**config.mk**
```make
export PLATFORM = sky130hd
export DESIGN_NAME = monitor_readback_deframer_pec
export DESIGN_NICKNAME = d
export VERILOG_FILES = /design/src/sv/mrdpec_pkg.sv /design/src/sv/monitor_readback_deframer_pec.sv /design/src/sv/mrdpec_core.sv /design/src/sv/mrdpec_outq.sv
export SDC_FILE = /design/constraint.sdc
export NUM_CORES = 1
export LEC_CHECK = 0
export BUFFER_PORTS_ARGS = -buffer_cell sky130_fd_sc_hd__buf_2
export CORE_ASPECT_RATIO = 1.4
export CORE_UTILIZATION = 50
export CTS_CLUSTER_DIAMETER = 100
export DETAILED_ROUTE_END_ITERATION = 10
export GPL_ROUTABILITY_DRIVEN = 1
export GPL_TIMING_DRIVEN = 1
export PLACE_DENSITY = 0.8
export SKIP_CTS_REPAIR_TIMING = 1
export SYNTH_ARGS = -nofsm -noshare
export SYNTH_HDL_FRONTEND = slang
export SYNTH_SLANG_ARGS = --single-unit
```
**constraint.sdc**
```tcl
create_clock -name clk_i -period 4.1 [get_ports clk_i]
set_input_delay 0.205 -clock clk_i [delete_from_list [all_inputs] [get_ports clk_i]]
set_output_delay 0.205 -clock clk_i [all_outputs]
set_load 0.01 [all_outputs]
```
**src/sv/mrdpec_pkg.sv**
```systemverilog
// Shared constants, codes and types for the readback deframer with PEC check.
// Used by mrdpec_core, mrdpec_outq and monitor_readback_deframer_pec.
`timescale 1ns / 1ps

package mrdpec_pkg;

  localparam int unsigned ByteW   = 8;
  localparam int unsigned GroupW  = 2;
  localparam int unsigned ChanW   = 4;
  localparam int unsigned SampleW = 12;
  localparam int unsigned StatusW = 2;
  localparam int unsigned PosW    = 5;
  localparam int unsigned PhaseW  = 2;

  localparam logic [ByteW-1:0] CrcPoly = 8'h07;

  localparam logic [PosW-1:0] LenConfig = 5'd7;
  localparam logic [PosW-1:0] LenCells  = 5'd19;
  localparam logic [PosW-1:0] LenTemps  = 5'd6;

  localparam logic [GroupW-1:0] GRP_CONFIG  = 2'd0;
  localparam logic [GroupW-1:0] GRP_CELLS   = 2'd1;
  localparam logic [GroupW-1:0] GRP_TEMPS   = 2'd2;
  localparam logic [GroupW-1:0] GRP_INVALID = 2'd3;

  localparam logic KIND_VALUE  = 1'b0;
  localparam logic KIND_STATUS = 1'b1;

  localparam logic [StatusW-1:0] ST_PEC_OK    = 2'd0;
  localparam logic [StatusW-1:0] ST_PEC_BAD   = 2'd1;
  localparam logic [StatusW-1:0] ST_BAD_GROUP = 2'd2;

  localparam logic [PhaseW-1:0] PH_LOW  = 2'd0;
  localparam logic [PhaseW-1:0] PH_EVEN = 2'd1;
  localparam logic [PhaseW-1:0] PH_ODD  = 2'd2;

  typedef struct packed {
    logic               kind;
    logic [ChanW-1:0]   chan;
    logic [SampleW-1:0] value;
    logic [StatusW-1:0] status;
    logic               last;
  } result_t;

  // CRC-8, MSB first, no reflection, no final xor
  function automatic logic [ByteW-1:0] crc8_byte(input logic [ByteW-1:0] crc,
                                                 input logic [ByteW-1:0] data);
    logic [ByteW-1:0] v;
    v = crc ^ data;
    for (int i = 0; i < 8; i++) begin
      if (v[ByteW-1]) begin
        v = {v[ByteW-2:0], 1'b0} ^ CrcPoly;
      end else begin
        v = {v[ByteW-2:0], 1'b0};
      end
    end
    return v;
  endfunction

endpackage

```
**src/sv/monitor_readback_deframer_pec.sv**
```systemverilog
// Top level of the readback deframer with PEC check.
// Depends on mrdpec_pkg, mrdpec_core and mrdpec_outq.
`timescale 1ns / 1ps

//  channel | direction | handshake                  | payload
//  --------+-----------+----------------------------+--------------------------------------
//  in      | sink      | in_valid_i / in_stall_o    | rx_byte_i, frame_group_i
//  out     | source    | out_valid_o / out_stall_i  | item_kind_o, channel_index_o,
//          |           |                            | sample_value_o, frame_status_o,
//          |           |                            | frame_last_o
//
// One byte per cycle while in_stall_o is low; a result passes through the input register
// and then the two-entry result queue before it is on the outputs.
// Reset clears the frame state to frame start and empties the queue.
// in_stall_o rises once the input register and the queue hold two items, not
// counting one that transfers out in the same cycle.

module monitor_readback_deframer_pec (
  input  logic                                clk_i,
  input  logic                                rst_ni,
  input  logic                                in_valid_i,
  output logic                                in_stall_o,
  input  logic [mrdpec_pkg::ByteW-1:0]        rx_byte_i,
  input  logic [mrdpec_pkg::GroupW-1:0]       frame_group_i,
  output logic                                out_valid_o,
  input  logic                                out_stall_i,
  output logic                                item_kind_o,
  output logic [mrdpec_pkg::ChanW-1:0]        channel_index_o,
  output logic [mrdpec_pkg::SampleW-1:0]      sample_value_o,
  output logic [mrdpec_pkg::StatusW-1:0]      frame_status_o,
  output logic                                frame_last_o
);

  logic                busy;
  logic                push;
  mrdpec_pkg::result_t res;
  mrdpec_pkg::result_t head;
  logic [1:0]          count;
  logic                pop;
  logic [2:0]          occ;
  logic                take;

  assign pop        = out_valid_o && !out_stall_i;
  assign occ        = {1'b0, count} + {2'b00, busy} - {2'b00, pop};
  assign in_stall_o = (occ >= 3'd2);
  assign take       = in_valid_i && !in_stall_o;

  mrdpec_core u_core (
    .clk_i         (clk_i),
    .rst_ni        (rst_ni),
    .take_i        (take),
    .rx_byte_i     (rx_byte_i),
    .frame_group_i (frame_group_i),
    .busy_o        (busy),
    .push_o        (push),
    .res_o         (res)
  );

  mrdpec_outq u_outq (
    .clk_i   (clk_i),
    .rst_ni  (rst_ni),
    .push_i  (push),
    .data_i  (res),
    .pop_i   (pop),
    .valid_o (out_valid_o),
    .data_o  (head),
    .count_o (count)
  );

  assign item_kind_o     = head.kind;
  assign channel_index_o = head.chan;
  assign sample_value_o  = head.value;
  assign frame_status_o  = head.status;
  assign frame_last_o    = head.last;

endmodule

```
**src/sv/mrdpec_core.sv**
```systemverilog
// Input register, frame state and per-byte decode: CRC update, 12-bit unpack,
// status generation. Depends on mrdpec_pkg.
`timescale 1ns / 1ps

module mrdpec_core (
  input  logic                              clk_i,
  input  logic                              rst_ni,
  input  logic                              take_i,
  input  logic [mrdpec_pkg::ByteW-1:0]      rx_byte_i,
  input  logic [mrdpec_pkg::GroupW-1:0]     frame_group_i,
  output logic                              busy_o,
  output logic                              push_o,
  output mrdpec_pkg::result_t               res_o
);

  logic                            valid_q;
  logic [mrdpec_pkg::ByteW-1:0]    byte_q;
  logic [mrdpec_pkg::GroupW-1:0]   grp_q;

  logic [mrdpec_pkg::ByteW-1:0]    crc_q, crc_d;
  logic [mrdpec_pkg::PosW-1:0]     pos_q, pos_d;
  logic [mrdpec_pkg::GroupW-1:0]   held_q, held_d;
  logic [mrdpec_pkg::ByteW-1:0]    pend_q, pend_d;
  logic [mrdpec_pkg::PhaseW-1:0]   phase_q, phase_d;
  logic [mrdpec_pkg::ChanW-1:0]    chan_q, chan_d;

  logic                            first;
  logic [mrdpec_pkg::GroupW-1:0]   grp_eff;
  logic [mrdpec_pkg::ByteW-1:0]    crc_in;
  logic [mrdpec_pkg::PosW-1:0]     pos_last;

  always_ff @(posedge clk_i or negedge rst_ni) begin
    if (!rst_ni) begin
      valid_q <= 1'b0;
    end else begin
      valid_q <= take_i;
    end
  end

  always_ff @(posedge clk_i) begin
    if (take_i) begin
      byte_q <= rx_byte_i;
      grp_q  <= frame_group_i;
    end
  end

  always_ff @(posedge clk_i or negedge rst_ni) begin
    if (!rst_ni) begin
      crc_q   <= '0;
      pos_q   <= '0;
      held_q  <= '0;
      pend_q  <= '0;
      phase_q <= mrdpec_pkg::PH_LOW;
      chan_q  <= '0;
    end else begin
      crc_q   <= crc_d;
      pos_q   <= pos_d;
      held_q  <= held_d;
      pend_q  <= pend_d;
      phase_q <= phase_d;
      chan_q  <= chan_d;
    end
  end

  assign first   = (pos_q == '0);
  assign grp_eff = first ? grp_q : held_q;
  assign crc_in  = first ? '0 : crc_q;

  always_comb begin
    unique case (grp_eff)
      mrdpec_pkg::GRP_CELLS: pos_last = mrdpec_pkg::LenCells - 5'd1;
      mrdpec_pkg::GRP_TEMPS: pos_last = mrdpec_pkg::LenTemps - 5'd1;
      default:               pos_last = mrdpec_pkg::LenConfig - 5'd1;
    endcase
  end

  always_comb begin
    crc_d   = crc_q;
    pos_d   = pos_q;
    held_d  = held_q;
    pend_d  = pend_q;
    phase_d = phase_q;
    chan_d  = chan_q;
    push_o  = 1'b0;
    res_o   = '0;

    if (valid_q) begin
      if (first && (grp_q == mrdpec_pkg::GRP_INVALID)) begin
        // drop the byte, stay at frame start
        crc_d        = '0;
        push_o       = 1'b1;
        res_o.kind   = mrdpec_pkg::KIND_STATUS;
        res_o.status = mrdpec_pkg::ST_BAD_GROUP;
        res_o.last   = 1'b1;
      end else if (pos_q >= pos_last) begin
        crc_d        = '0;
        pos_d        = '0;
        held_d       = grp_eff;
        pend_d       = byte_q;
        phase_d      = mrdpec_pkg::PH_LOW;
        chan_d       = '0;
        push_o       = 1'b1;
        res_o.kind   = mrdpec_pkg::KIND_STATUS;
        res_o.status = (byte_q == crc_in) ? mrdpec_pkg::ST_PEC_OK : mrdpec_pkg::ST_PEC_BAD;
        res_o.last   = 1'b1;
      end else begin
        crc_d  = mrdpec_pkg::crc8_byte(crc_in, byte_q);
        pos_d  = pos_q + 5'd1;
        held_d = grp_eff;
        pend_d = byte_q;
        if (phase_q == mrdpec_pkg::PH_ODD) begin
          phase_d = mrdpec_pkg::PH_LOW;
          chan_d  = chan_q + 4'd2;
        end else begin
          phase_d = phase_q + 2'd1;
        end
        if (grp_eff == mrdpec_pkg::GRP_CONFIG) begin
          push_o      = 1'b1;
          res_o.kind  = mrdpec_pkg::KIND_VALUE;
          res_o.chan  = pos_q[mrdpec_pkg::ChanW-1:0];
          res_o.value = {4'h0, byte_q};
        end else begin
          unique case (phase_q)
            mrdpec_pkg::PH_EVEN: begin
              push_o      = 1'b1;
              res_o.kind  = mrdpec_pkg::KIND_VALUE;
              res_o.chan  = chan_q;
              res_o.value = {byte_q[3:0], pend_q};
            end
            mrdpec_pkg::PH_ODD: begin
              push_o      = 1'b1;
              res_o.kind  = mrdpec_pkg::KIND_VALUE;
              res_o.chan  = chan_q + 4'd1;
              res_o.value = {byte_q, pend_q[7:4]};
            end
            default: begin
              push_o = 1'b0;
            end
          endcase
        end
      end
    end
  end

  assign busy_o = valid_q;

endmodule

```
**src/sv/mrdpec_outq.sv**
```systemverilog
// Two-entry result queue in front of the output port.
// Depends on mrdpec_pkg.
`timescale 1ns / 1ps

module mrdpec_outq (
  input  logic                  clk_i,
  input  logic                  rst_ni,
  input  logic                  push_i,
  input  mrdpec_pkg::result_t   data_i,
  input  logic                  pop_i,
  output logic                  valid_o,
  output mrdpec_pkg::result_t   data_o,
  output logic [1:0]            count_o
);

  mrdpec_pkg::result_t mem_q [2];
  logic       wr_ptr_q, rd_ptr_q;
  logic [1:0] count_q, count_d;
  logic       do_pop;

  assign do_pop  = pop_i && (count_q != 2'd0);
  assign count_d = count_q + {1'b0, push_i} - {1'b0, do_pop};

  always_ff @(posedge clk_i or negedge rst_ni) begin
    if (!rst_ni) begin
      wr_ptr_q <= 1'b0;
      rd_ptr_q <= 1'b0;
      count_q  <= 2'd0;
    end else begin
      if (push_i) begin
        wr_ptr_q <= ~wr_ptr_q;
      end
      if (do_pop) begin
        rd_ptr_q <= ~rd_ptr_q;
      end
      count_q <= count_d;
    end
  end

  always_ff @(posedge clk_i) begin
    if (push_i) begin
      mem_q[wr_ptr_q] <= data_i;
    end
  end

  assign valid_o = (count_q != 2'd0);
  assign data_o  = mem_q[rd_ptr_q];
  assign count_o = count_q;

endmodule

```
# [Word level (Yosys, flattened, before mapping)]
# Memory sizes are Yosys's and may differ from the RTL's.
# Index checks and enable logic that the tools add are counted.
[totals] inputBits=14 elab_cells=110 ramBits=40 reg_bits=44 n_memories=1
[mem_list] memory="u_outq.mem_q" depth=2 word_bits=20 rd=1 rd_clocked_by_memory_dff=0 write_ports=1 line_no="mrdpec_outq.sv:16" rtl="mrdpec_pkg::result_t mem_q [2];"
[classes] order_cmp=2 eq_ne=6 bitwise_logic=12 add_sub_neg=8 n_reduce_logical=13 muxes=56
[ops] op="$mux 8" n=24
[ops] op="$mux 16" n=2
[ops] op="$pmux 16 s2" n=1
[ops] op="$mux 3" n=10
[ops] op="$not 3->3" n=8
[ops] op="$mux 20" n=1
[ops] op="$mux 17" n=1
[ops] op="$mux 1" n=10
[ops] op="$pmux 5 s2" n=1
[ops] op="$eq 8x8->1" n=1
[ops] op="$mux 4" n=2
[ops] op="$xor 8x8->8" n=1
[ops] op="$eq 2x2->1 const B" n=3
[ops] op="$mux 2" n=3
[ops] op="$add 5x1->5 const B" n=1
[ops] op="$ge 5x5->1" n=1
[ops] op="$logic_not 5->1" n=1
[ops] op="$mux 5" n=1
[ops] op="$add 4x1->4 const B" n=1
[ops] op="$add 4x2->4 const B" n=1
[ops] op="$eq 2x1->1 const B" n=2
[ops] op="$logic_and 1x1->1" n=4
[ops] op="$reduce_bool 2->1" n=2
[ops] op="$add 2x1->3" n=1
[ops] op="11 further kinds" n=14

# [Depth between registers and ports, before layout]
[logic_depth] ltp_word=42 ltp_mapped=14 mapped_depth_nobuf=13

# [Cells and area by module]
# A second synthesis with hierarchy kept.
[hier_totals] cells_unflattened=347 hier_area_um2=4300.4
[modules_own_cells] mod="mrdpec_core" seq_area_each_um2=1026.0 area_per_inst_um2=2518.7 instances=1 cells_each=261
[modules_own_cells] mod="mrdpec_outq" seq_area_each_um2=1301.2 area_per_inst_um2=1714.1 instances=1 cells_each=78
[modules_own_cells] mod="monitor_readback_deframer_pec" seq_area_each_um2=0.0 area_per_inst_um2=67.6 instances=1 cells_each=8

# [Worst setup path before layout]
# No wires, ideal clock.
[synth_timing] path_type="reg2reg" from="reg u_core.pos_q[0] (netlist bit)" to="mem u_outq.mem_q[0][0] (netlist bit) (enable)" synth_period_minus_slack_ps=3716 setup_ps=337 required_time_ps=3763 slack_ps=384 arrival_ps=3379 n_path_buf=1 path_stages_with_launch=12 cell_sequence="dfrtp_1 inv_1 ha_1 or4b_4 buf_6 o31ai_1 ha_1 nand2b_1 a2111oi_2 o21ai_1 o41ai_2 nor2_1"
[synth_between] elab_chain_len=10 word_cells_on_any_way=14
[synth_rtl] item="from (decl)" line_no="mrdpec_core.sv:21" rtl="logic [mrdpec_pkg::PosW-1:0] pos_q, pos_d;"
[synth_rtl] item="from (signal assigned)" line_no="mrdpec_core.sv:57" rtl="pos_q <= pos_d;"
[synth_rtl] item="$logic_not 5->1" line_no="mrdpec_core.sv:65" rtl="assign first = (pos_q == '0);"
[synth_rtl] item="$mux 2" line_no="mrdpec_core.sv:66" rtl="assign grp_eff = first ? grp_q : held_q;"
[synth_rtl] item="$eq 2x2->1 / $eq 2x1->1 (equally long branches)" line_no="mrdpec_core.sv:70" rtl="unique case (grp_eff)"
[synth_rtl] item="$pmux 5 s2" line_no="mrdpec_core.sv:70"
[synth_rtl] item="$ge 5x5->1" line_no="mrdpec_core.sv:95" rtl="end else if (pos_q >= pos_last) begin"
[synth_rtl] item="$mux 1" line_no="mrdpec_core.sv:95"
[synth_rtl] item="$mux 1 *" line_no="mrdpec_core.sv:88" rtl="if (first && (grp_q == mrdpec_pkg::GRP_INVALID)) begin"
[synth_rtl] item="$mux 1 *" line_no="mrdpec_core.sv:87" rtl="if (valid_q) begin"
[synth_rtl] item="$mux 1 *" line_no="mrdpec_outq.sv:41" rtl="if (push_i) begin"
[synth_rtl] item="$mux 1 (implied by the code) *" line_no="mrdpec_outq.sv:42" rtl="mem_q[wr_ptr_q] <= data_i;"
[synth_rtl] item="to (decl)" line_no="mrdpec_outq.sv:16"
# Every way passes the cells marked *; elsewhere a longest branch is shown, timed or not.

# [Final worst setup path]
[layout_timing] from="reg u_core.pos_q[0] (netlist bit)" to="mem u_outq.mem_q[1][10] (netlist bit) (enable)"
# The elaborated chain is that of the path after synthesis.

==> impl_results.md <==
* CP max-delay cell: or4b_4
* Site Rows at 38
* Status: complete, no violations
* Most area-hungry cell type in the Yosys netlist: edfxtp_1
* # diodes at 0
* Fill count at 678
* Max transition margin at a little over a third
* I/O pin count at 36
* Slew @ Worst Pin at 960 ps
* Initial antenna violation count at 0
* Avg Cell Area, Syn at between 10 and 15 sq um
* Nets at ~410
* Worst Hold Class: in -> reg
* Register bit total from synthesis at 81
* H-tree levels at 3
* DIE AREA at between 8000 and 9000 sq um
* CP endpoint kind: flip-flop
* Max_cap viols at 0
* Register area share after synthesis at a little under three fifths
* WP buf/inv at 2
* Via count at ~2600
* Max-slew violations at 0
* Final Routed Wirelength at about 7600 um
* First-pass GRT wire length at roughly 13000 um
* Final Util at 57.9%
* Vias per cell at 5.47
* Cell Chain, Critical Path: inv_1 -> ha_1 -> or4b_4 -> o31ai_1 -> ha_1 -> nand2b_1 -> a2111oi_2 -> o21ai_1 -> o41ai_2 -> nor2_1 -> buf_4
* Remaining routing DRC violations at 0
* Most used cell, CP: ha_1
* P&R area growth vs syn at 10.6%
* Mapped Nets at approximately 380
* Fin area at ~4500 sq um
* CTS Sinks at between 80 and 90
* Placed cell area at around 4400 sq um
* Residual overflow from global routing at 0
* Asr flop ratio synth at a little over 40%
* Area share of the largest cell type after synthesis at between 30% and 40%
* Die Wd at 78.6 um
* CP required at 4180 ps
* Final period util at approximately 92%
* Leak at ~0.0019 uW
* WHS at ~25 ps
* Dominant synthesized flop cell: edfxtp_1
* Final Hold Fails at 0
* Final worst clock skew at 12.1 ps
* Unrepaired setup endpoints after global routing: false
* Detailed-router iteration count before antenna repair at 5
* Vias in the first global route at 2630
* Initial core utilization at 52.4%
* GRT Total Usage at between 10% and 20%
* CTS max path bufs at 2
* Clk slew on worst S/H paths at 80 ps
* Power per cell area at between 700 and 800 nW/um^2
* Detailed-placement wirelength estimate at approximately 5600 um
* Port bufs at 35
* Final TNS setup at 0 ps
* Ys Warns at 0
* Post-DR wirelength/cell at between 15 and 20 um
* Routability cong. at just under 0.9
* Top post-synthesis cells by area: edfxtp_1 35%, dfrtp_1 20%, mux2_2 5.5%
* CP max FO at 19
* Syn Std Cell Area at approximately 4100 sq um
* Clock Root Buffer: clkbuf_8
* Post-synth cell types at 47
* Gate Count Post-Synth at ~340
* Die Y at ~110 um
* Share of cells above drive strength 1 at 22.5%
* CP Class: reg -> reg
* Fmax at between 200 and 300 MHz
* Antenna viol nets, final at 0
* CTS tree: built
* Worst EP arrival at just under 4000 ps
* Critical Path Max Stage Delay at around 570 ps
* Total power at between 3000 and 4000 uW
* DR iter-0 viols at approximately 260
* CP startpoint kind: flip-flop
* Clk_lat worst skew at approximately 350 ps
* Placeable Area at about 8000 sq um
* Maximum vdd drop at 0.382 mV
* Pin count of the biggest net entering global routing at 34
* EDFF count, synth at 48
* Delay-heaviest family, CP: compound AO/OA/AOI/OAI gates
* Final setup violation count at 0
* Clock buffer count from CTS at 9
* Minimum clock period at 3790 ps
-- per-stage QoR --
step,std cells,worst slack [ps]
after floorplan,344,384
after global placement,466,448
after detailed placement,466,336
after CTS,482,313
after global routing,483,37.5
final,483,313
-- area by class of cell --
cell class / count / area (sq um) / share of cell area [%]
sequential: 81 / 2270 / 49.9
tap: 100 / 125 / 2.75
inverter: 15 / 56.3 / 1.24
clock inverter: 5 / 31.3 / 0.689
multi-input combinational: 229 / 1690 / 37.2
clock buffer: 11 / 141 / 3.11
timing repair buffer: 42 / 230 / 5.07
-- sequential cells by signal, indices dropped and copies added, names as in the netlist --
register	count
u_outq.mem_q	38
u_core.byte_q	8
u_core.crc_q	8
u_core.pend_q	8
u_core.pos_q	5
u_core.chan_q	3
u_core.grp_q	2
u_core.held_q	2
u_core.phase_q	2
u_outq.count_o	2
u_core.busy_o	1
u_outq.rd_ptr_q	1
u_outq.wr_ptr_q	1
-- synthesized netlist by cell type (2+ instances only) --
library cell	n
nand2_1	58
edfxtp_1	48
dfrtp_1	33
mux2_2	20
ha_1	16
nand3_1	16
a22o_1	15
nor2_1	15
a21oi_1	14
inv_1	14
clkbuf_1	13
xnor2_1	13
xor2_1	9
o21ai_0	7
a22oi_1	4
nor3_1	4
a21o_1	3
xnor3_1	3
xor2_2	3
a211o_1	2
buf_2	2
buf_6	2
nand2b_1	2
nor3b_1	2
o21a_1	2
o21ai_1	2
o31ai_1	2
-- final timing paths --
check | startpoint | endpoint | slack [ps] | depth (start not counted)
min in group asynchronous | rst_ni | u_core.pend_q[0] | 460 | 2
worst max register to register | u_core.pos_q[0] | u_outq.mem_q[1][10] | 310 | 11
worst min register to register | u_core.pend_q[2] | u_core.pend_q[2] | 500 | 2
worst max-delay path | u_core.pos_q[0] | u_outq.mem_q[1][10] | 310 | 11
max in group asynchronous | rst_ni | u_outq.rd_ptr_q | 3130 | 2
worst min-delay path | rx_byte_i[2] | u_core.byte_q[2] | 20 | 1
-- per-layer routing --
metal  routed length [um]  share of wire (%)  vias to the layer above  GRT usage [%]
met1                 3180                 42                     1292           22.5
met3                  256                3.4                       15           4.27
met2                 3950                 52                       51           34.9
li1                     -                  -                     1283              -
met4                  240                3.1                        0           10.6
met5                    0                  0                        -              0
-- kinds of logic (layout without fill, tap and decap cells) --
| group | count (synthesis) | count (layout) | synth area share (%) |
|---|---|---|---|
| buffers and inverters | 34 | 73 | 3.62 |
| xor gates and xnor gates | 29 | 29 | 8.19 |
| muxes | 20 | 20 | 5.48 |
| and+or+nand+nor | 103 | 103 | 11.5 |
| adders and majority gates | 17 | 17 | 5.36 |
| AOI/OAI and AO/OA | 60 | 60 | 10.7 |
| DFF | 81 | 81 | 55.2 |
-- power breakdown --
part / internal [uW] / leakage (uW) / switching [uW]
combinational: 659 / 0.000929 / 757
clock: 234 / 0.0000891 / 269
sequential: 1100 / 0.000866 / 245
-- worst reg2reg max path: cells and delay by family (launching register included) --
family / cells / cell delay [ps]
AOI/OAI and AO/OA: 4 / 1460
adders and majority gates: 2 / 470
DFF: 1 / 440
and+or+nand+nor: 3 / 790
buffers and inverters: 2 / 340
-- layout by cell type, fill, tap and decap left out, drive strengths merged, types with 13 or more instances in the layout --
master,Yosys,layout
edfxtp,48,48
dfrtp,33,33
nand3,16,16
xnor2,13,13
buf,6,41
nand2,59,59
a21oi,14,14
a22o,15,15
xor2,13,13
ha,16,16
inv,15,15
nor2,15,15
mux2,20,20
(Power assumes the default switching activity.)
